$ cat src/rtl/mcgd_pkg.sv
// Shared types and constants for the memcomparable group decoder.
// No dependencies; imported by every module of the block but the queue.
package mcgd_pkg;

	localparam int GROUP_BYTES_DEF = 8;
	localparam int MAX_GROUPS_DEF  = 256;
	localparam int QUEUE_DEPTH     = 4;

	localparam int TOP_MARK     = 255;
	localparam int CONS_W       = 12;
	localparam int CONS_MAX     = 4095;
	// result count per queued entry; covers group sizes up to 31
	localparam int CNT_W        = 5;
	localparam int IN_TDATA_W   = 8;
	localparam int OUT_TDATA_W  = 24;

	typedef enum logic [1:0] {
		ERR_NONE  = 2'd0,
		ERR_TRUNC = 2'd1,
		ERR_PAD   = 2'd2,
		ERR_MARK  = 2'd3
	} err_t;

	// control part of one queued entry: how to turn it into result words
	typedef struct packed {
		logic [CNT_W-1:0]  cnt;
		logic              has;
		logic              done;
		err_t              err;
		logic [CONS_W-1:0] consumed;
	} ctl_t;

	function automatic int cons_limit(input int gb, input int mg);
		int lim;
		begin
			lim = mg * (gb + 1);
			return (lim > CONS_MAX) ? CONS_MAX : lim;
		end
	endfunction

endpackage

$ cat src/rtl/memcomparable_group_decoder_core.sv
// Top level of the memcomparable group decoder: front end, entry queue, back end.
// Depends on mcgd_pkg, mcgd_front, mcgd_fifo, mcgd_back.
//
// Use: encoded key bytes enter on the s_ group, one word per byte, s_tlast set on
// the final readable byte. Groups are GROUP_BYTES payload bytes plus a marker.
// Payload bytes are held in the front end; the marker turns the group into one
// queue entry. The back end emits that entry as up to GROUP_BYTES result words.
// Errors (truncation, nonzero pad, low marker) set done_res on the last word
// of their entry, which is a single word but for a full group that ends the
// input. A byte after a finished key starts a new key. Throughput: one input
// byte per cycle while s_tready is high; one result word per cycle out while
// m_tready is high, so a full group (GROUP_BYTES + 1 bytes in, GROUP_BYTES
// words out) keeps pace. The entry is written into the queue when the marker
// is taken, then loaded from the queue head into the free output register.
// s_tready drops only when the entry queue is full, i.e. when m_tready has been
// held low long enough; a stalled output word holds in its register.
// Reset clears fill and consumed counters, queue pointers and the output valid.
module memcomparable_group_decoder_core #(
	parameter int GROUP_BYTES = mcgd_pkg::GROUP_BYTES_DEF,
	parameter int MAX_GROUPS  = mcgd_pkg::MAX_GROUPS_DEF
) (
	input  logic                              clk,
	input  logic                              arst_n,
	input  logic                              s_tvalid,
	output logic                              s_tready,
	input  logic [mcgd_pkg::IN_TDATA_W-1:0]   s_tdata,  // [7:0] in_byte
	input  logic                              s_tlast,  // end_of_input
	output logic                              m_tvalid,
	input  logic                              m_tready,
	// [7:0] out_byte, [8] done_res, [10:9] error, [22:11] consumed, [23] zero
	output logic [mcgd_pkg::OUT_TDATA_W-1:0]  m_tdata,
	output logic                              m_tuser,  // has_byte
	output logic                              m_tlast   // last
);
	import mcgd_pkg::*;

	localparam int ENTRY_W = GROUP_BYTES * 8 + $bits(ctl_t);
	localparam int LIMIT   = cons_limit(GROUP_BYTES, MAX_GROUPS);

	logic                        accept, push, pop, q_empty, q_full;
	logic [GROUP_BYTES-1:0][7:0] push_data, head_data;
	ctl_t                        push_ctl, head_ctl;
	logic [ENTRY_W-1:0]          wr_entry, rd_entry;

	assign s_tready = !q_full;
	assign accept   = s_tvalid && s_tready;

	mcgd_front #(
		.GROUP_BYTES(GROUP_BYTES),
		.MAX_GROUPS (MAX_GROUPS)
	) u_front (
		.clk         (clk),
		.arst_n      (arst_n),
		.accept      (accept),
		.in_byte     (s_tdata[7:0]),
		.end_of_input(s_tlast),
		.push        (push),
		.push_data   (push_data),
		.push_ctl    (push_ctl)
	);

	assign wr_entry = {push_data, push_ctl};
	assign {head_data, head_ctl} = rd_entry;

	mcgd_fifo #(
		.WIDTH(ENTRY_W),
		.DEPTH(QUEUE_DEPTH)
	) u_queue (
		.clk    (clk),
		.arst_n (arst_n),
		.push   (push),
		.wr_data(wr_entry),
		.pop    (pop),
		.rd_data(rd_entry),
		.empty  (q_empty),
		.full   (q_full)
	);

	mcgd_back #(
		.GROUP_BYTES(GROUP_BYTES)
	) u_back (
		.clk       (clk),
		.arst_n    (arst_n),
		.head_valid(!q_empty),
		.head_data (head_data),
		.head_ctl  (head_ctl),
		.pop       (pop),
		.m_tvalid  (m_tvalid),
		.m_tready  (m_tready),
		.m_tdata   (m_tdata),
		.m_tuser   (m_tuser),
		.m_tlast   (m_tlast)
	);

	// any error word closes the key and is the last word of its entry
	a_err_done: assert property (@(posedge clk) disable iff (!arst_n)
		m_tvalid && (m_tdata[10:9] != ERR_NONE) |-> m_tdata[8] && m_tlast)
		else $error("error word without done/last");

	// words without payload are always single, key-closing words
	a_nobyte: assert property (@(posedge clk) disable iff (!arst_n)
		m_tvalid && !m_tuser |-> m_tlast && m_tdata[8] && (m_tdata[7:0] == 8'd0))
		else $error("empty word is not a closing word");

	// consumed count never passes its saturation bound
	a_cons_lim: assert property (@(posedge clk) disable iff (!arst_n)
		m_tvalid |-> (m_tdata[22:11] <= CONS_W'(LIMIT)))
		else $error("consumed count above bound");

	// queue never overflows: a push never lands on a full queue
	a_no_ovf: assert property (@(posedge clk) disable iff (!arst_n)
		q_full |-> !push)
		else $error("push into full queue");

endmodule

$ cat src/rtl/mcgd_fifo.sv
// Small register queue between the classifier and the emitter.
// Generic width and depth; no package dependency.
module mcgd_fifo #(
	parameter int WIDTH = 8,
	parameter int DEPTH = 4
) (
	input  logic             clk,
	input  logic             arst_n,
	input  logic             push,
	input  logic [WIDTH-1:0] wr_data,
	input  logic             pop,
	output logic [WIDTH-1:0] rd_data,
	output logic             empty,
	output logic             full
);
	localparam int PTR_W = (DEPTH > 1) ? $clog2(DEPTH) : 1;
	localparam int CNT_W = $clog2(DEPTH + 1);

	logic [WIDTH-1:0] mem_q [DEPTH];
	logic [PTR_W-1:0] wr_ptr_q, rd_ptr_q;
	logic [CNT_W-1:0] count_q;

	assign empty   = (count_q == '0);
	assign full    = (count_q == CNT_W'(DEPTH));
	assign rd_data = mem_q[rd_ptr_q];

	always_ff @(posedge clk) begin
		if (push) begin
			mem_q[wr_ptr_q] <= wr_data;
		end
	end

	always_ff @(posedge clk or negedge arst_n) begin
		if (!arst_n) begin
			wr_ptr_q <= '0;
			rd_ptr_q <= '0;
			count_q  <= '0;
		end else begin
			if (push) begin
				wr_ptr_q <= (wr_ptr_q == PTR_W'(DEPTH - 1)) ? '0 : wr_ptr_q + 1'b1;
			end
			if (pop) begin
				rd_ptr_q <= (rd_ptr_q == PTR_W'(DEPTH - 1)) ? '0 : rd_ptr_q + 1'b1;
			end
			if (push && !pop) begin
				count_q <= count_q + 1'b1;
			end else if (pop && !push) begin
				count_q <= count_q - 1'b1;
			end
		end
	end

endmodule

$ cat src/rtl/mcgd_front.sv
// Front end: buffers payload bytes, classifies each marker, counts consumed bytes.
// Depends on mcgd_pkg.
module mcgd_front #(
	parameter int GROUP_BYTES = mcgd_pkg::GROUP_BYTES_DEF,
	parameter int MAX_GROUPS  = mcgd_pkg::MAX_GROUPS_DEF
) (
	input  logic                              clk,
	input  logic                              arst_n,
	input  logic                              accept,
	input  logic [7:0]                        in_byte,
	input  logic                              end_of_input,
	output logic                              push,
	output logic [GROUP_BYTES-1:0][7:0]       push_data,
	output mcgd_pkg::ctl_t                    push_ctl
);
	import mcgd_pkg::*;

	localparam int FILL_W = $clog2(GROUP_BYTES + 1);
	localparam int IDX_W  = $clog2(GROUP_BYTES);
	localparam int LIMIT  = cons_limit(GROUP_BYTES, MAX_GROUPS);
	localparam logic [7:0] MARK_MIN = 8'(TOP_MARK - GROUP_BYTES);

	logic [GROUP_BYTES-1:0][7:0] store_q;
	logic [GROUP_BYTES-1:0]      nz_q;
	logic [FILL_W-1:0]           fill_q;
	logic [CONS_W-1:0]           cons_q;
	logic                        finished_q;

	logic [FILL_W-1:0]      fill_eff, pad, n;
	logic [CONS_W-1:0]      cons_eff, cons_new;
	logic [CONS_W:0]        cons_sum;
	logic [GROUP_BYTES-1:0] pad_mask;
	logic                   is_payload, low_mark, bad_pad, done_now;
	logic [7:0]             pad_full;

	// a finished key is dropped when the next byte arrives
	assign fill_eff   = finished_q ? '0 : fill_q;
	assign cons_eff   = finished_q ? '0 : cons_q;
	assign is_payload = (fill_eff < FILL_W'(GROUP_BYTES));
	assign low_mark   = (in_byte < MARK_MIN);
	assign pad_full   = 8'(TOP_MARK) - in_byte;
	assign pad        = pad_full[FILL_W-1:0];
	assign n          = FILL_W'(GROUP_BYTES) - pad;

	always_comb begin
		for (int i = 0; i < GROUP_BYTES; i++) begin
			pad_mask[i] = (FILL_W'(i) >= n);
		end
	end

	assign bad_pad  = |(nz_q & pad_mask);
	assign cons_sum = {1'b0, cons_eff} + (CONS_W + 1)'(GROUP_BYTES + 1);
	assign cons_new = (cons_sum > (CONS_W + 1)'(LIMIT)) ? CONS_W'(LIMIT) : cons_sum[CONS_W-1:0];
	// full group keeps going unless the stream ends; any padded group ends the key
	assign done_now = (pad != '0) || end_of_input;

	always_comb begin
		push_data         = store_q;
		push_ctl.cnt      = CNT_W'(1);
		push_ctl.has      = 1'b0;
		push_ctl.done     = 1'b1;
		push_ctl.err      = ERR_NONE;
		push_ctl.consumed = cons_eff;
		push              = 1'b0;
		if (accept) begin
			priority if (is_payload) begin
				push         = end_of_input;
				push_ctl.err = ERR_TRUNC;
			end else if (low_mark) begin
				push         = 1'b1;
				push_ctl.err = ERR_MARK;
			end else if (bad_pad) begin
				push         = 1'b1;
				push_ctl.err = ERR_PAD;
			end else begin
				push              = 1'b1;
				push_ctl.consumed = cons_new;
				push_ctl.has      = (n != '0);
				push_ctl.cnt      = (n != '0) ? CNT_W'(n) : CNT_W'(1);
				push_ctl.done     = done_now;
				push_ctl.err      = (pad == '0 && end_of_input) ? ERR_TRUNC : ERR_NONE;
			end
		end
	end

	always_ff @(posedge clk) begin
		if (accept && is_payload) begin
			store_q[fill_eff[IDX_W-1:0]] <= in_byte;
			nz_q[fill_eff[IDX_W-1:0]]    <= (in_byte != 8'd0);
		end
	end

	always_ff @(posedge clk or negedge arst_n) begin
		if (!arst_n) begin
			fill_q     <= '0;
			cons_q     <= '0;
			finished_q <= 1'b0;
		end else if (accept) begin
			if (is_payload) begin
				fill_q     <= fill_eff + 1'b1;
				cons_q     <= cons_eff;
				finished_q <= end_of_input;
			end else begin
				fill_q <= '0;
				if (low_mark || bad_pad) begin
					cons_q     <= cons_eff;
					finished_q <= 1'b1;
				end else begin
					cons_q     <= cons_new;
					finished_q <= done_now;
				end
			end
		end
	end

endmodule

$ cat src/rtl/mcgd_back.sv
// Back end: walks queue head words into output reg, one per cycle unless stalled.
// Depends on mcgd_pkg.
module mcgd_back #(
	parameter int GROUP_BYTES = mcgd_pkg::GROUP_BYTES_DEF
) (
	input  logic                                 clk,
	input  logic                                 arst_n,
	input  logic                                 head_valid,
	input  logic [GROUP_BYTES-1:0][7:0]          head_data,
	input  mcgd_pkg::ctl_t                       head_ctl,
	output logic                                 pop,
	output logic                                 m_tvalid,
	input  logic                                 m_tready,
	output logic [mcgd_pkg::OUT_TDATA_W-1:0]     m_tdata,
	output logic                                 m_tuser,
	output logic                                 m_tlast
);
	import mcgd_pkg::*;

	localparam int IDX_W = $clog2(GROUP_BYTES);

	logic [IDX_W-1:0]  k_q;
	logic              valid_q, has_q, last_q, done_q;
	logic [7:0]        byte_q;
	err_t              err_q;
	logic [CONS_W-1:0] cons_q;
	logic              emit, last_now;

	assign emit     = head_valid && (!valid_q || m_tready);
	assign last_now = (CNT_W'(k_q) == head_ctl.cnt - 1'b1);
	assign pop      = emit && last_now;

	assign m_tvalid = valid_q;
	assign m_tuser  = has_q;
	assign m_tlast  = last_q;
	assign m_tdata  = {1'b0, cons_q, err_q, done_q, byte_q};

	always_ff @(posedge clk) begin
		if (emit) begin
			byte_q <= head_ctl.has ? head_data[k_q] : 8'd0;
			has_q  <= head_ctl.has;
			last_q <= last_now;
			done_q <= last_now && head_ctl.done;
			err_q  <= last_now ? head_ctl.err : ERR_NONE;
			cons_q <= head_ctl.consumed;
		end
	end

	always_ff @(posedge clk or negedge arst_n) begin
		if (!arst_n) begin
			valid_q <= 1'b0;
			k_q     <= '0;
		end else begin
			if (emit) begin
				valid_q <= 1'b1;
				k_q     <= last_now ? '0 : k_q + 1'b1;
			end else if (m_tready) begin
				valid_q <= 1'b0;
			end
		end
	end

endmodule
$ cat config.mk
export PLATFORM = sky130hd
export DESIGN_NAME = memcomparable_group_decoder_core
export DESIGN_NICKNAME = d
export VERILOG_FILES = /design/src/rtl/mcgd_pkg.sv /design/src/rtl/memcomparable_group_decoder_core.sv /design/src/rtl/mcgd_fifo.sv /design/src/rtl/mcgd_front.sv /design/src/rtl/mcgd_back.sv
export SDC_FILE = /design/constraint.sdc
export NUM_CORES = 1
export LEC_CHECK = 0
export ABC_AREA = 1
export BUFFER_PORTS_ARGS = -buffer_cell sky130_fd_sc_hd__clkbuf_2
export CAP_MARGIN = 25
export CELL_PAD_IN_SITES_DETAIL_PLACEMENT = 0
export CELL_PAD_IN_SITES_GLOBAL_PLACEMENT = 2
export CORE_UTILIZATION = 39
export DETAILED_ROUTE_END_ITERATION = 12
export GPL_ROUTABILITY_DRIVEN = 0
export PLACE_DENSITY_LB_ADDON = 0.2
export SETUP_SLACK_MARGIN = 0.4
export SYNTH_ARGS = -nofsm -noshare
export SYNTH_HDL_FRONTEND = slang
export SYNTH_HIERARCHICAL = 1
export SYNTH_SLANG_ARGS = --single-unit
export TNS_END_PERCENT = 30
$ cat constraint.sdc
create_clock -name clk -period 3.3 [get_ports clk]
set_input_delay 0.165 -clock clk [delete_from_list [all_inputs] [get_ports clk]]
set_output_delay 0.165 -clock clk [all_outputs]
set_load 0.05 [all_outputs]
==> results of run 1 <==
flip-flops by register name, indices dropped and copies added (netlist names), 2 cells and up:
signal and flops:
u_queue/mem_q 340, u_front/push_data 64, u_back/cons_q 12, u_front/cons_q 12, u_back/byte_q 8, u_front/nz_q 8, u_front/fill_q 4, u_back/k_q 3
u_queue/count_q 3, u_back/err_q 2, u_queue/rd_ptr_q 2, u_queue/wr_ptr_q 2
logic make-up (layout without fill, tap and decap cells):
| kind of cell | after synthesis | after routing | synth area share |
|---|---|---|---|
| AND/OR/NAND/NOR | 554 | 554 | 0.1144 |
| flip-flops | 465 | 465 | 0.7068 |
| buffers and inverters | 326 | 440 | 0.07428 |
| AO/OA/AOI/OAI | 263 | 263 | 0.09252 |
| adder cells (fa/ha/maj) | 14 | 14 | 0.009341 |
| XOR/XNOR | 5 | 5 | 0.002240 |
| other | 2 | 2 | 0.0003840 |
power by group through the flow:
stage	combinational, µW	sequential, µW	clock (µW)
final	6040	7790	5370
after global routing	6710	7870	5740
after CTS	6080	7780	5510
after detailed placement	5970	7900	0
after global placement	5950	7880	0
after floorplan	3860	8340	0
final cells by class:
type	count	area [µm²]
clock inverters	29	216.5
well taps	664	830.8
clock buffers	62	1360
fillers	4483	26790
multi-input cells	838	4312
repair inverters	2	17.52
inverters	246	974.7
flip-flops and latches	465	13830
repair buffers	101	823.3
per-stage QoR:
stage / std cells / cell area, µm²
CTS: 2401 / 22280
floorplan: 1629 / 19580
global route: 2407 / 22360
detailed placement: 2301 / 20580
finish: 2407 / 22360
global placement: 2301 / 20580
worst max-delay path, stage by stage (launching register included):
cell and delay, ns:
sky130_fd_sc_hd__dfrtp_4 0.52, sky130_fd_sc_hd__buf_12 0.14, sky130_fd_sc_hd__o211ai_1 0.08, sky130_fd_sc_hd__nand2_1 0.10, sky130_fd_sc_hd__inv_2 0.09, sky130_fd_sc_hd__ha_2 0.28
sky130_fd_sc_hd__nand2_1 0.06, sky130_fd_sc_hd__inv_1 0.04, sky130_fd_sc_hd__nor2_1 0.08, sky130_fd_sc_hd__nand3_1 0.09, sky130_fd_sc_hd__nor2_2 0.17, sky130_fd_sc_hd__nand3_2 0.10
sky130_fd_sc_hd__inv_2 0.07, sky130_fd_sc_hd__inv_2 0.05, sky130_fd_sc_hd__ha_2 0.17, sky130_fd_sc_hd__inv_2 0.07, sky130_fd_sc_hd__fa_2 0.42, sky130_fd_sc_hd__nand2_1 0.08
sky130_fd_sc_hd__nand2_1 0.04
final timing paths:
path / from / end / slack, ns / depth (start not counted)
setup / recovery: u_queue/rd_ptr_q[1]$_DFFE_PN0P_ / u_queue/count_q[1]$_DFFE_PN0P_ / 0.53 / 18
hold reg to reg: u_front/cons_q[11]$_DFFE_PN0P_ / u_front/cons_q[11]$_DFFE_PN0P_ / 0.48 / 2
setup reg to reg: u_queue/rd_ptr_q[1]$_DFFE_PN0P_ / u_queue/count_q[1]$_DFFE_PN0P_ / 0.53 / 18
hold / removal: s_tdata[7] / u_front/push_data[39]$_DFFE_PP_ / 0.03 / 2
max in group asynchronous: arst_n / u_queue/rd_ptr_q[1]$_DFFE_PN0P_ / 2.38 / 2
min in group asynchronous: arst_n / u_front/cons_q[6]$_DFFE_PN0P_ / 0.25 / 2
placed cells by master (no fill, tap or decap), types with 16 or more instances in the layout:
master,instances
sky130_fd_sc_hd__edfxtp_1,437
sky130_fd_sc_hd__clkbuf_16,53
sky130_fd_sc_hd__clkbuf_2,39
sky130_fd_sc_hd__dfrtp_1,26
sky130_fd_sc_hd__nand3_1,24
sky130_fd_sc_hd__o211ai_1,176
sky130_fd_sc_hd__nand2_1,395
sky130_fd_sc_hd__o21ai_0,47
sky130_fd_sc_hd__inv_1,232
sky130_fd_sc_hd__buf_4,44
sky130_fd_sc_hd__clkinv_1,16
sky130_fd_sc_hd__nor2_1,100
repair_timing:
item                                   4_1_cts  5_1_grt
hold buffers                                 7        0
pin swaps                                    0        3
resized for setup                            8       12
cloned                                       1        1
setup endpoints to repair                    2        6
setup buffers                                1        5
endpoints found under the hold margin       51        0
per-layer routing:
layer / wire length, µm / up-vias
li1: - / 5755
met1: 21100 / 5748
met2: 21380 / 189
met3: 1731 / 60
met4: 875 / 0
met5: 0 / -
==> run_results.csv, run 1 <==
group,metric,value,unit
yosys,syn_area_per_cell,12.01,µm²
global_routing,track_usage,0.1810,
floorplanning,io_pins,41,
global_routing,grt_antenna_before_repair,0,
floorplanning,die_w,225.9,µm
yosys,syn-cell-area,0.01956,mm²
power,power.static_leakage,0.008624,µW
clock_network,htree_num_levels,2,
timing,final_hold_viols,0,
yosys,yosysTopAreaCell,"sky130_fd_sc_hd__edfxtp_1",
yosys,async_reset_ff_frac,0.06022,
route,drt-wirelength-per-cell,18.73,µm
global_routing,largest_net_degree_at_the_start_of_global_routing,246,
global_routing,grt_most_used_layer,"met2",
timing,final_max_slew_viol_count,0,
setup_path,timing.critical_path.from_type,"register",
power,p_sw_frac,0.3585,
power,finalPower,19200,µW
yosys,yosysWarnings,6,
clock_network,numCtsBuffers,51,
run_status,outcome,"completed",
route,drt-vias-per-instance,4.882,
route,wl,45090,µm
floorplanning,dieArea,0.05104,mm²
power,power_frac_comb,0.314,
placement,placement.io_buffers,39,
route,drcViolationCount,0,
floorplanning,fp-row-count,81,
global_routing,global_route.usage.met3,0.02810,
power,p_clk_frac,0.280,
yosys,synth.yosys.seq_area_share,0.7068,
yosys,yosys.cell_types.count,39,
clock_network,cts-root-buf,"sky130_fd_sc_hd__clkbuf_16",
yosys,synth-edff-count,437,
floorplanning,initial_core_utilization,0.3979,
timing,clock.fmax,0.3611,GHz
timing,rsz0062_at_grt,"true",
power,total_switching_power,6882,µW
route,initialDrtViolationCount,653,
setup_path,worst-path-max-fanout,4,
yosys,yosysTopAreaCellShare,0.6710,
final_layout,postLayoutCoreUtil,0.4550,
timing,period_minus_slack,2.770,ns
timing,setup_viol_count_final,0,
min_path,type_of_the_tightest_min_delay_check,"in -> reg",
floorplanning,fp.dieH,225.9,µm
power,power.density_cell_area,858.4,mW/mm²
power,ir_drop,693.2,µV
timing,worstMarginPinSlew,1.035,ns
yosys,ys_top_cells_by_area,"sky130_fd_sc_hd__edfxtp_1 67%, sky130_fd_sc_hd__nand2_1 7.6%, sky130_fd_sc_hd__o211ai_1 6.8%",
placement,worst_slack_placed,0.3739,ns
flow_run,maxCapViolCount,0,
global_routing,grt_use_met2,0.3018,
timing,finClkSkew,0.02277,ns
route,drt.antenna.violating_nets,0,
final_layout,drive_above_1_share,0.1199,
setup_path,required,3.76,ns
floorplanning,core,0.04915,mm²
global_routing,grt_pass1_vias,11470,
clock_network,tritoncts,"built",
clock_network,clk_latency,0.58,ns
timing,final.period_utilization,0.8393,
power,share_seq_of_total_power,0.406,
final_layout,syn_to_final_growth,14.35,%
yosys,ys_top_cells_by_count,"437 x sky130_fd_sc_hd__edfxtp_1, 395 x sky130_fd_sc_hd__nand2_1, 241 x sky130_fd_sc_hd__inv_1, 176 x sky130_fd_sc_hd__o211ai_1, 101 x sky130_fd_sc_hd__nor2_1",
final_layout,antenna_cells,0,
timing,fin_ws,0.5304,ns
setup_path,crit_path_end_kind,"register",
yosys,yosys_most_used_dff,"sky130_fd_sc_hd__edfxtp_1",
timing,slew_headroom,0.3098,
clock_network,clock_path_buffers,3,
power,cellInternalPower,12320,µW
yosys,yosys.cell_count.top_type,"sky130_fd_sc_hd__edfxtp_1",
global_routing,grt_overflow_total,0,
yosys,postSynthCellCount,1629,
timing,final.hold.worst_slack,0.02647,ns
yosys,total_of_flip_flops_plus_latches_after_synthesis,465,
clock_network,clkTransAtPathRegs,0.06,ns
yosys,postSynthNetCount,1656,
global_routing,grtUsageMet1,0.2450,
placement,dp_hpwl,26020,µm
global_routing,global_route_wire_length_before_repair,67810,µm
route,drt_first_pass_iters,5,
clock_network,clkSinkCount,465,
timing,setup_tns,0,ns
setup_path,crit_arrival,3.23,ns
setup_path,criticalPathCategory,"reg -> reg",
route,routed-via-count,11750,
final_layout,final_net_count,1732,
Power figures use the tool's default switching activity.
==> inputs of run 2 (changes only) <==
--- a/config.mk
+++ b/config.mk
@@ -5,12 +5,12 @@
 export SDC_FILE = /design/constraint.sdc
 export NUM_CORES = 1
 export LEC_CHECK = 0
-export ABC_AREA = 1
+export ABC_AREA = 0
 export BUFFER_PORTS_ARGS = -buffer_cell sky130_fd_sc_hd__clkbuf_2
 export CAP_MARGIN = 25
 export CELL_PAD_IN_SITES_DETAIL_PLACEMENT = 0
 export CELL_PAD_IN_SITES_GLOBAL_PLACEMENT = 2
-export CORE_UTILIZATION = 39
+export CORE_UTILIZATION = 45
 export DETAILED_ROUTE_END_ITERATION = 12
 export GPL_ROUTABILITY_DRIVEN = 0
 export PLACE_DENSITY_LB_ADDON = 0.2
==> constraint.sdc (replaced) <==
create_clock -name clk -period 2.4 [get_ports clk]
set_input_delay 0.12 -clock clk [delete_from_list [all_inputs] [get_ports clk]]
set_output_delay 0.12 -clock clk [all_outputs]
set_load 0.05 [all_outputs]
==> run_results.csv, run 2 <==
group,metric,value,unit
run_status,outcome,"finished, violations left",
run_status,violated_checks,"negative setup slack",
floorplanning,fp-row-count,73,
timing,final_hold_viols,0,
setup_path,reg2reg_from,"u_queue/rd_ptr_q[0]$_DFFE_PN0P_",
timing,setup_tns,-4.413,ns
global_routing,track_usage,0.1978,
yosys,yosys.cell_count.top_type,"sky130_fd_sc_hd__edfxtp_1",
final_layout,filler_cell_count,2985,
global_routing,grt_antenna_before_repair,0,
global_routing,grt_pass1_vias,9505,
floorplanning,die_w,203.3,µm
yosys,postSynthNetCount,910,
clock_network,clock_path_buffers,3,
timing,final.period_utilization,1.299,
floorplanning,fp.dieH,203.3,µm
setup_path,crit_arrival,3.57,ns
power,p_clk_frac,0.285,
clock_network,clkSinkCount,465,
yosys,yosys.cell_types.count,67,
setup_path,reg2reg_setup_slack,-0.72,ns
timing,clock.fmax,0.3207,GHz
final_layout,antenna_cells,0,
floorplanning,initial_core_utilization,0.4578,
clock_network,tritoncts,"built",
global_routing,global_route_wire_length_before_repair,59550,µm
min_path,worst_min_path_start,"s_tdata[7]",
yosys,postSynthCellCount,883,
clock_network,clkTransAtPathRegs,0.06,ns
clock_network,clk_latency,0.58,ns
yosys,syn-cell-area,0.01823,mm²
setup_path,critical_path_cell_by_cell,"mux4_2, inv_2, ha_4, nand2b_4, a211o_1, a2111oi_4, and2_4, inv_2, ha_4, inv_2, fa_1, mux2_4",
final_layout,drive_above_1_share,0.4153,
route,drt.antenna.violating_nets,0,
min_path,hold_depth,2,
route,drcViolationCount,0,
yosys,synth.yosys.seq_area_share,0.7582,
yosys,yosys_most_used_dff,"sky130_fd_sc_hd__edfxtp_1",
route,drt-vias-per-instance,5.476,
power,ir_drop,468.7,µV
yosys,yosysTopAreaCellShare,0.7197,
setup_path,timing.critical_path.from_type,"register",
power,power.static_leakage,0.007799,µW
yosys,yosysWarnings,6,
setup_path,critical_path.most_common_cell,"sky130_fd_sc_hd__inv_2",
final_layout,regArea,0.01383,mm²
timing,slew_headroom,0.5311,
floorplanning,dieArea,0.04132,mm²
route,routed-via-count,9178,
yosys,async_reset_ff_frac,0.06022,
setup_path,setup.worst_path.start,"u_queue/rd_ptr_q[0]$_DFFE_PN0P_",
clock_network,htree_num_levels,2,
yosys,ys_top_cells_by_count,"437 x sky130_fd_sc_hd__edfxtp_1, 101 x sky130_fd_sc_hd__mux4_2, 32 x sky130_fd_sc_hd__nand2_1, 28 x sky130_fd_sc_hd__dfrtp_1, 24 x sky130_fd_sc_hd__nor2_1",
setup_path,family_with_the_most_delay_on_the_worst_path,"multiplexers",
power,power_frac_comb,0.300,
timing,period_minus_slack,3.119,ns
timing,setup_viol_count_final,20,
final_layout,multi_input_comb_area,0.004666,mm²
min_path,hold_path_end,"u_front/push_data[7]$_DFFE_PP_",
flow_run,maxCapViolCount,0,
final_layout,layout_commonest_cell,"sky130_fd_sc_hd__edfxtp_1",
setup_path,required,2.86,ns
final_layout,postLayoutCoreUtil,0.5823,
placement,placement.io_buffers,39,
route,wl,39670,µm
global_routing,largest_net_degree_at_the_start_of_global_routing,67,
power,finalPower,25170,µW
route,drt-wirelength-per-cell,23.67,µm
final_layout,top_register,"u_queue/mem_q",
power,p_sw_frac,0.2909,
final_layout,max_ffs_per_register,340,
timing,fin_ws,-0.7186,ns
yosys,total_of_flip_flops_plus_latches_after_synthesis,465,
floorplanning,io_pins,41,
final_layout,syn_to_final_growth,27.18,%
setup_path,reg2reg_to,"u_queue/count_q[1]$_DFFE_PN0P_",
timing,finClkSkew,0.02092,ns
global_routing,grt_overflow_total,0,
power,power.density_cell_area,1085,mW/mm²
yosys,syn_area_per_cell,20.65,µm²
setup_path,worst-path-max-fanout,5,
route,initialDrtViolationCount,588,
timing,final.hold.worst_slack,0.01186,ns
min_path,type_of_the_tightest_min_delay_check,"in -> reg",
yosys,synth-edff-count,437,
final_layout,layout.cells.most_common_list,"437 x sky130_fd_sc_hd__edfxtp_1, 102 x sky130_fd_sc_hd__mux4_2, 76 x sky130_fd_sc_hd__buf_4",
yosys,ys_top_cells_by_area,"sky130_fd_sc_hd__edfxtp_1 72%, sky130_fd_sc_hd__mux4_2 12%, sky130_fd_sc_hd__dfrtp_1 3.8%",
floorplanning,core,0.03982,mm²
placement,dp_hpwl,22730,µm
timing,worstMarginPinSlew,0.7033,ns
power,cellInternalPower,17850,µW
clock_network,cts-root-buf,"sky130_fd_sc_hd__clkbuf_16",
power,total_switching_power,7322,µW
power,share_seq_of_total_power,0.415,
route,drt_first_pass_iters,4,
setup_path,slowest_stage,"sky130_fd_sc_hd__mux4_2",
setup_path,cp_num_buf_inv,3,
timing,rsz0062_at_grt,"true",
timing,final_max_slew_viol_count,0,
clock_network,numCtsBuffers,47,
setup_path,crit_path_end_kind,"register",
yosys,yosysTopAreaCell,"sky130_fd_sc_hd__edfxtp_1",
setup_path,critical-path-max-stage-delay,0.55,ns
placement,worst_slack_placed,-0.7623,ns
final_layout,final_net_count,1140,
setup_path,worstRegToRegCells,12,
setup_path,criticalPathCategory,"reg -> reg",
## run 2: cell types whose count changed after synthesis, sizes merged, moves of 9 or more
cell,before,now
and2,0,13
buf,70,28
inv,245,24
mux2i,0,9
mux4,0,101
nand2,403,32
nand2b,0,10
nor2,108,24
nor2b,0,14
o211ai,180,5
o21ai,62,13
## run 2: worst max-delay path by stage
stage,cells past startpoint,to,slack (ns)
floorplan,14,u_queue/count_q[1]$_DFFE_PN0P_,-1.0
global placement,14,u_queue/count_q[2]$_DFFE_PN0P_,-0.74
detailed placement,14,u_queue/count_q[2]$_DFFE_PN0P_,-0.76
CTS,11,u_queue/count_q[1]$_DFFE_PN0P_,-0.71
global route,11,u_queue/count_q[1]$_DFFE_PN0P_,-0.84
finish,12,u_queue/count_q[1]$_DFFE_PN0P_,-0.72
## run 2: power by group through the flow
stage	clock network (µW)	logic (µW)	registers [µW]
final	7180	7550	10400
after global routing	7640	8020	10500
after CTS	7360	7270	10400
after detailed placement	0	6330	10600
after global placement	0	6320	10500
after floorplan	0	3930	11100
## run 2: kinds of logic after synthesis
| logic type | Yosys count | synth area share |
|---|---|---|
| AO/OA/AOI/OAI | 74 | 0.03445 |
| buffers and inverters | 61 | 0.02004 |
| AND/OR/NAND/NOR | 145 | 0.04104 |
| XOR/XNOR | 9 | 0.004323 |
| adder cells (fa/ha/maj) | 14 | 0.01002 |
| flip-flops | 465 | 0.7582 |
| other | 2 | 0.0004119 |
| multiplexers | 113 | 0.1316 |
## run 2: metrics by stage
stage / instance area, µm² / cells
4_1_cts: 22680 / 1655
3_5_place_dp: 20060 / 1529
6_report: 23190 / 1676
3_3_place_gp: 20060 / 1529
2_1_floorplan: 18270 / 883
5_1_grt: 23190 / 1676
## run 2: what timing repair did
item                                    4_1_cts  5_1_grt
pin swaps                                    41       26
hold buffers                                  7        0
buffers inserted                             23       18
endpoints found under the setup margin      517      517
gates resized for setup                     130       56
cloned                                        9        3
endpoints found under the hold margin        56        0
## run 2: cell type report
type                       count  share of cell area
multi-input combinational    358              0.2012
clock inverter                28             0.01155
sequential                   465              0.5965
tap                          525             0.02833
timing repair buffer         217              0.1041
clock buffer                  59             0.05444
inverter                      24            0.003885
## run 2: per-layer routing
metal  global-route usage  wire, µm  vias to the layer above
li1                     -         -                     4096
met1               0.2854     18300                     4854
met2               0.3170     19250                      174
met3              0.02908      1413                       54
met4              0.05263       711                        0
met5                    0         0                        -
==> inputs of run 3 (changes only) <==
--- a/config.mk
+++ b/config.mk
@@ -7,12 +7,13 @@
 export LEC_CHECK = 0
 export ABC_AREA = 0
 export BUFFER_PORTS_ARGS = -buffer_cell sky130_fd_sc_hd__clkbuf_2
-export CAP_MARGIN = 25
+export CAP_MARGIN = 20
 export CELL_PAD_IN_SITES_DETAIL_PLACEMENT = 0
 export CELL_PAD_IN_SITES_GLOBAL_PLACEMENT = 2
 export CORE_UTILIZATION = 45
 export DETAILED_ROUTE_END_ITERATION = 12
 export GPL_ROUTABILITY_DRIVEN = 0
+export MAX_ROUTING_LAYER = met4
 export PLACE_DENSITY_LB_ADDON = 0.2
 export SETUP_SLACK_MARGIN = 0.4
 export SYNTH_ARGS = -nofsm -noshare
==> run_results.csv, run 3 (synthesis gave the netlist of run 2 again) <==
group,metric,value,unit
timing,setup_viol_count_final,19,
setup_path,required,2.85,ns
route,initialDrtViolationCount,610,
final_layout,layout.cells.most_common_list,"437 x sky130_fd_sc_hd__edfxtp_1, 102 x sky130_fd_sc_hd__mux4_2, 76 x sky130_fd_sc_hd__buf_4",
global_routing,track_usage,0.2038,
clock_network,clock_path_buffers,3,
clock_network,clk_latency,0.58,ns
setup_path,worst-path-max-fanout,5,
route,routed-via-count,9203,
timing,fin_ws,-0.7178,ns
final_layout,top_register,"u_queue/mem_q",
min_path,type_of_the_tightest_min_delay_check,"in -> reg",
timing,clock.fmax,0.3207,GHz
floorplanning,fp-row-count,73,
floorplanning,initial_core_utilization,0.4578,
final_layout,filler_cell_count,2985,
timing,worstMarginPinSlew,0.6990,ns
floorplanning,die_w,203.3,µm
final_layout,antenna_cells,0,
power,power_frac_comb,0.300,
setup_path,timing.critical_path.from_type,"register",
clock_network,tritoncts,"built",
setup_path,critical_path.most_common_cell,"sky130_fd_sc_hd__inv_2",
route,drt.antenna.violating_nets,0,
power,p_sw_frac,0.2907,
setup_path,critical_path_cell_by_cell,"mux4_2, inv_2, ha_4, nand2b_4, a211o_1, a2111oi_4, and2_4, inv_2, ha_4, inv_2, fa_1, mux2_4",
power,power.density_cell_area,1085,mW/mm²
timing,setup_tns,-4.327,ns
route,wl,39650,µm
placement,dp_hpwl,22730,µm
global_routing,grt_antenna_before_repair,0,
run_status,violated_checks,"negative setup slack",
floorplanning,dieArea,0.04132,mm²
power,share_seq_of_total_power,0.415,
route,drt-vias-per-instance,5.491,
final_layout,max_ffs_per_register,340,
final_layout,layout_commonest_cell,"sky130_fd_sc_hd__edfxtp_1",
power,cellInternalPower,17850,µW
timing,slew_headroom,0.5340,
final_layout,postLayoutCoreUtil,0.5823,
timing,final_hold_viols,0,
floorplanning,io_pins,41,
final_layout,drive_above_1_share,0.4153,
timing,final.period_utilization,1.299,
setup_path,crit_arrival,3.57,ns
clock_network,clkTransAtPathRegs,0.06,ns
global_routing,global_route_wire_length_before_repair,59530,µm
timing,final_max_slew_viol_count,0,
route,drcViolationCount,0,
run_status,outcome,"finished, violations left",
placement,placement.io_buffers,39,
route,drt_first_pass_iters,5,
final_layout,syn_to_final_growth,27.18,%
power,p_clk_frac,0.285,
setup_path,criticalPathCategory,"reg -> reg",
timing,finClkSkew,0.01982,ns
floorplanning,fp.dieH,203.3,µm
clock_network,htree_num_levels,2,
power,total_switching_power,7315,µW
flow_run,maxCapViolCount,0,
final_layout,multi_input_comb_area,0.004666,mm²
power,ir_drop,466.7,µV
final_layout,final_net_count,1140,
setup_path,slowest_stage,"sky130_fd_sc_hd__mux4_2",
setup_path,crit_path_end_kind,"register",
setup_path,critical-path-max-stage-delay,0.55,ns
timing,rsz0062_at_grt,"true",
global_routing,grt_overflow_total,0,
final_layout,regArea,0.01383,mm²
global_routing,largest_net_degree_at_the_start_of_global_routing,67,
global_routing,grt_pass1_vias,9476,
clock_network,numCtsBuffers,47,
power,power.static_leakage,0.007799,µW
timing,period_minus_slack,3.118,ns
clock_network,clkSinkCount,465,
route,drt-wirelength-per-cell,23.66,µm
floorplanning,core,0.03982,mm²
clock_network,cts-root-buf,"sky130_fd_sc_hd__clkbuf_16",
run 3: area by class of cell:
cell class,instances,area share
Tap cell,525,0.02833
Clock buffer,59,0.05444
Inverter,24,0.003885
Sequential cell,465,0.5965
Multi-Input combinational cell,358,0.2012
Timing Repair Buffer,217,0.1041
Clock inverter,28,0.01155
run 3: through the flow:
stage	power, µW	instances	cell area (µm²)	worst slack (ns)	hold slack [ns]
finish	25160	1676	23190	-0.7178	0.01546
detailed placement	16910	1529	20060	-0.7623	0.2054
global route	26190	1676	23190	-0.8446	0.009339
CTS	25060	1655	22680	-0.7140	0.007703
global placement	16860	1529	20060	-0.7367	0.2059
floorplan	15050	883	18270	-0.9963	-0.1756
run 3: repair_timing:
action                                 4_1_cts  5_1_grt
buffers inserted                            23       18
setup endpoints to repair                  517      517
gates cloned                                 9        3
endpoints found under the hold margin       56        0
pin swaps                                   41       26
gates resized for setup                    130       56
hold buffers                                 7        0
run 3: metal layers:
metal	GRT usage	part of all wire
met3	0.02892	0.046
met1	0.2850	0.45
met5	-	0
met4	0.05263	0.019
met2	0.3174	0.48
run 3: power groups by stage:
stage | clock (µW) | combinational (µW) | sequential [µW]
floorplan | 0 | 3930 | 11100
CTS | 7360 | 7270 | 10400
detailed placement | 0 | 6330 | 10600
global route | 7640 | 8010 | 10500
global placement | 0 | 6320 | 10500
finish | 7180 | 7550 | 10400
run 3: path summary, 6_finish.rpt:
path | start | to | slack (ns) | cells past startpoint
max in group asynchronous | arst_n | u_front/fill_q[3]$_DFFE_PN0P_ | 1.66 | 3
min in group asynchronous | arst_n | u_queue/rd_ptr_q[0]$_DFFE_PN0P_ | 0.13 | 2
worst max register to register | u_queue/rd_ptr_q[0]$_DFFE_PN0P_ | u_queue/count_q[1]$_DFFE_PN0P_ | -0.72 | 12
worst min-delay path | s_tdata[7] | u_front/push_data[7]$_DFFE_PP_ | 0.02 | 2
worst max-delay path | u_queue/rd_ptr_q[0]$_DFFE_PN0P_ | u_queue/count_q[1]$_DFFE_PN0P_ | -0.72 | 12
worst min register to register | u_front/push_data[19]$_DFFE_PP_ | u_queue/mem_q[0][40]$_DFFE_PP_ | 0.48 | 0
run 3: critical path, delay by kind of cell (launching register included):
kind	cells	cell delay (ns)
muxes	2	0.82
adders and majority gates	3	0.68
and+or+nand+nor	2	0.25
DFF	1	0.46
AOI/OAI and AO/OA	2	0.60
buffers and inverters	3	0.18
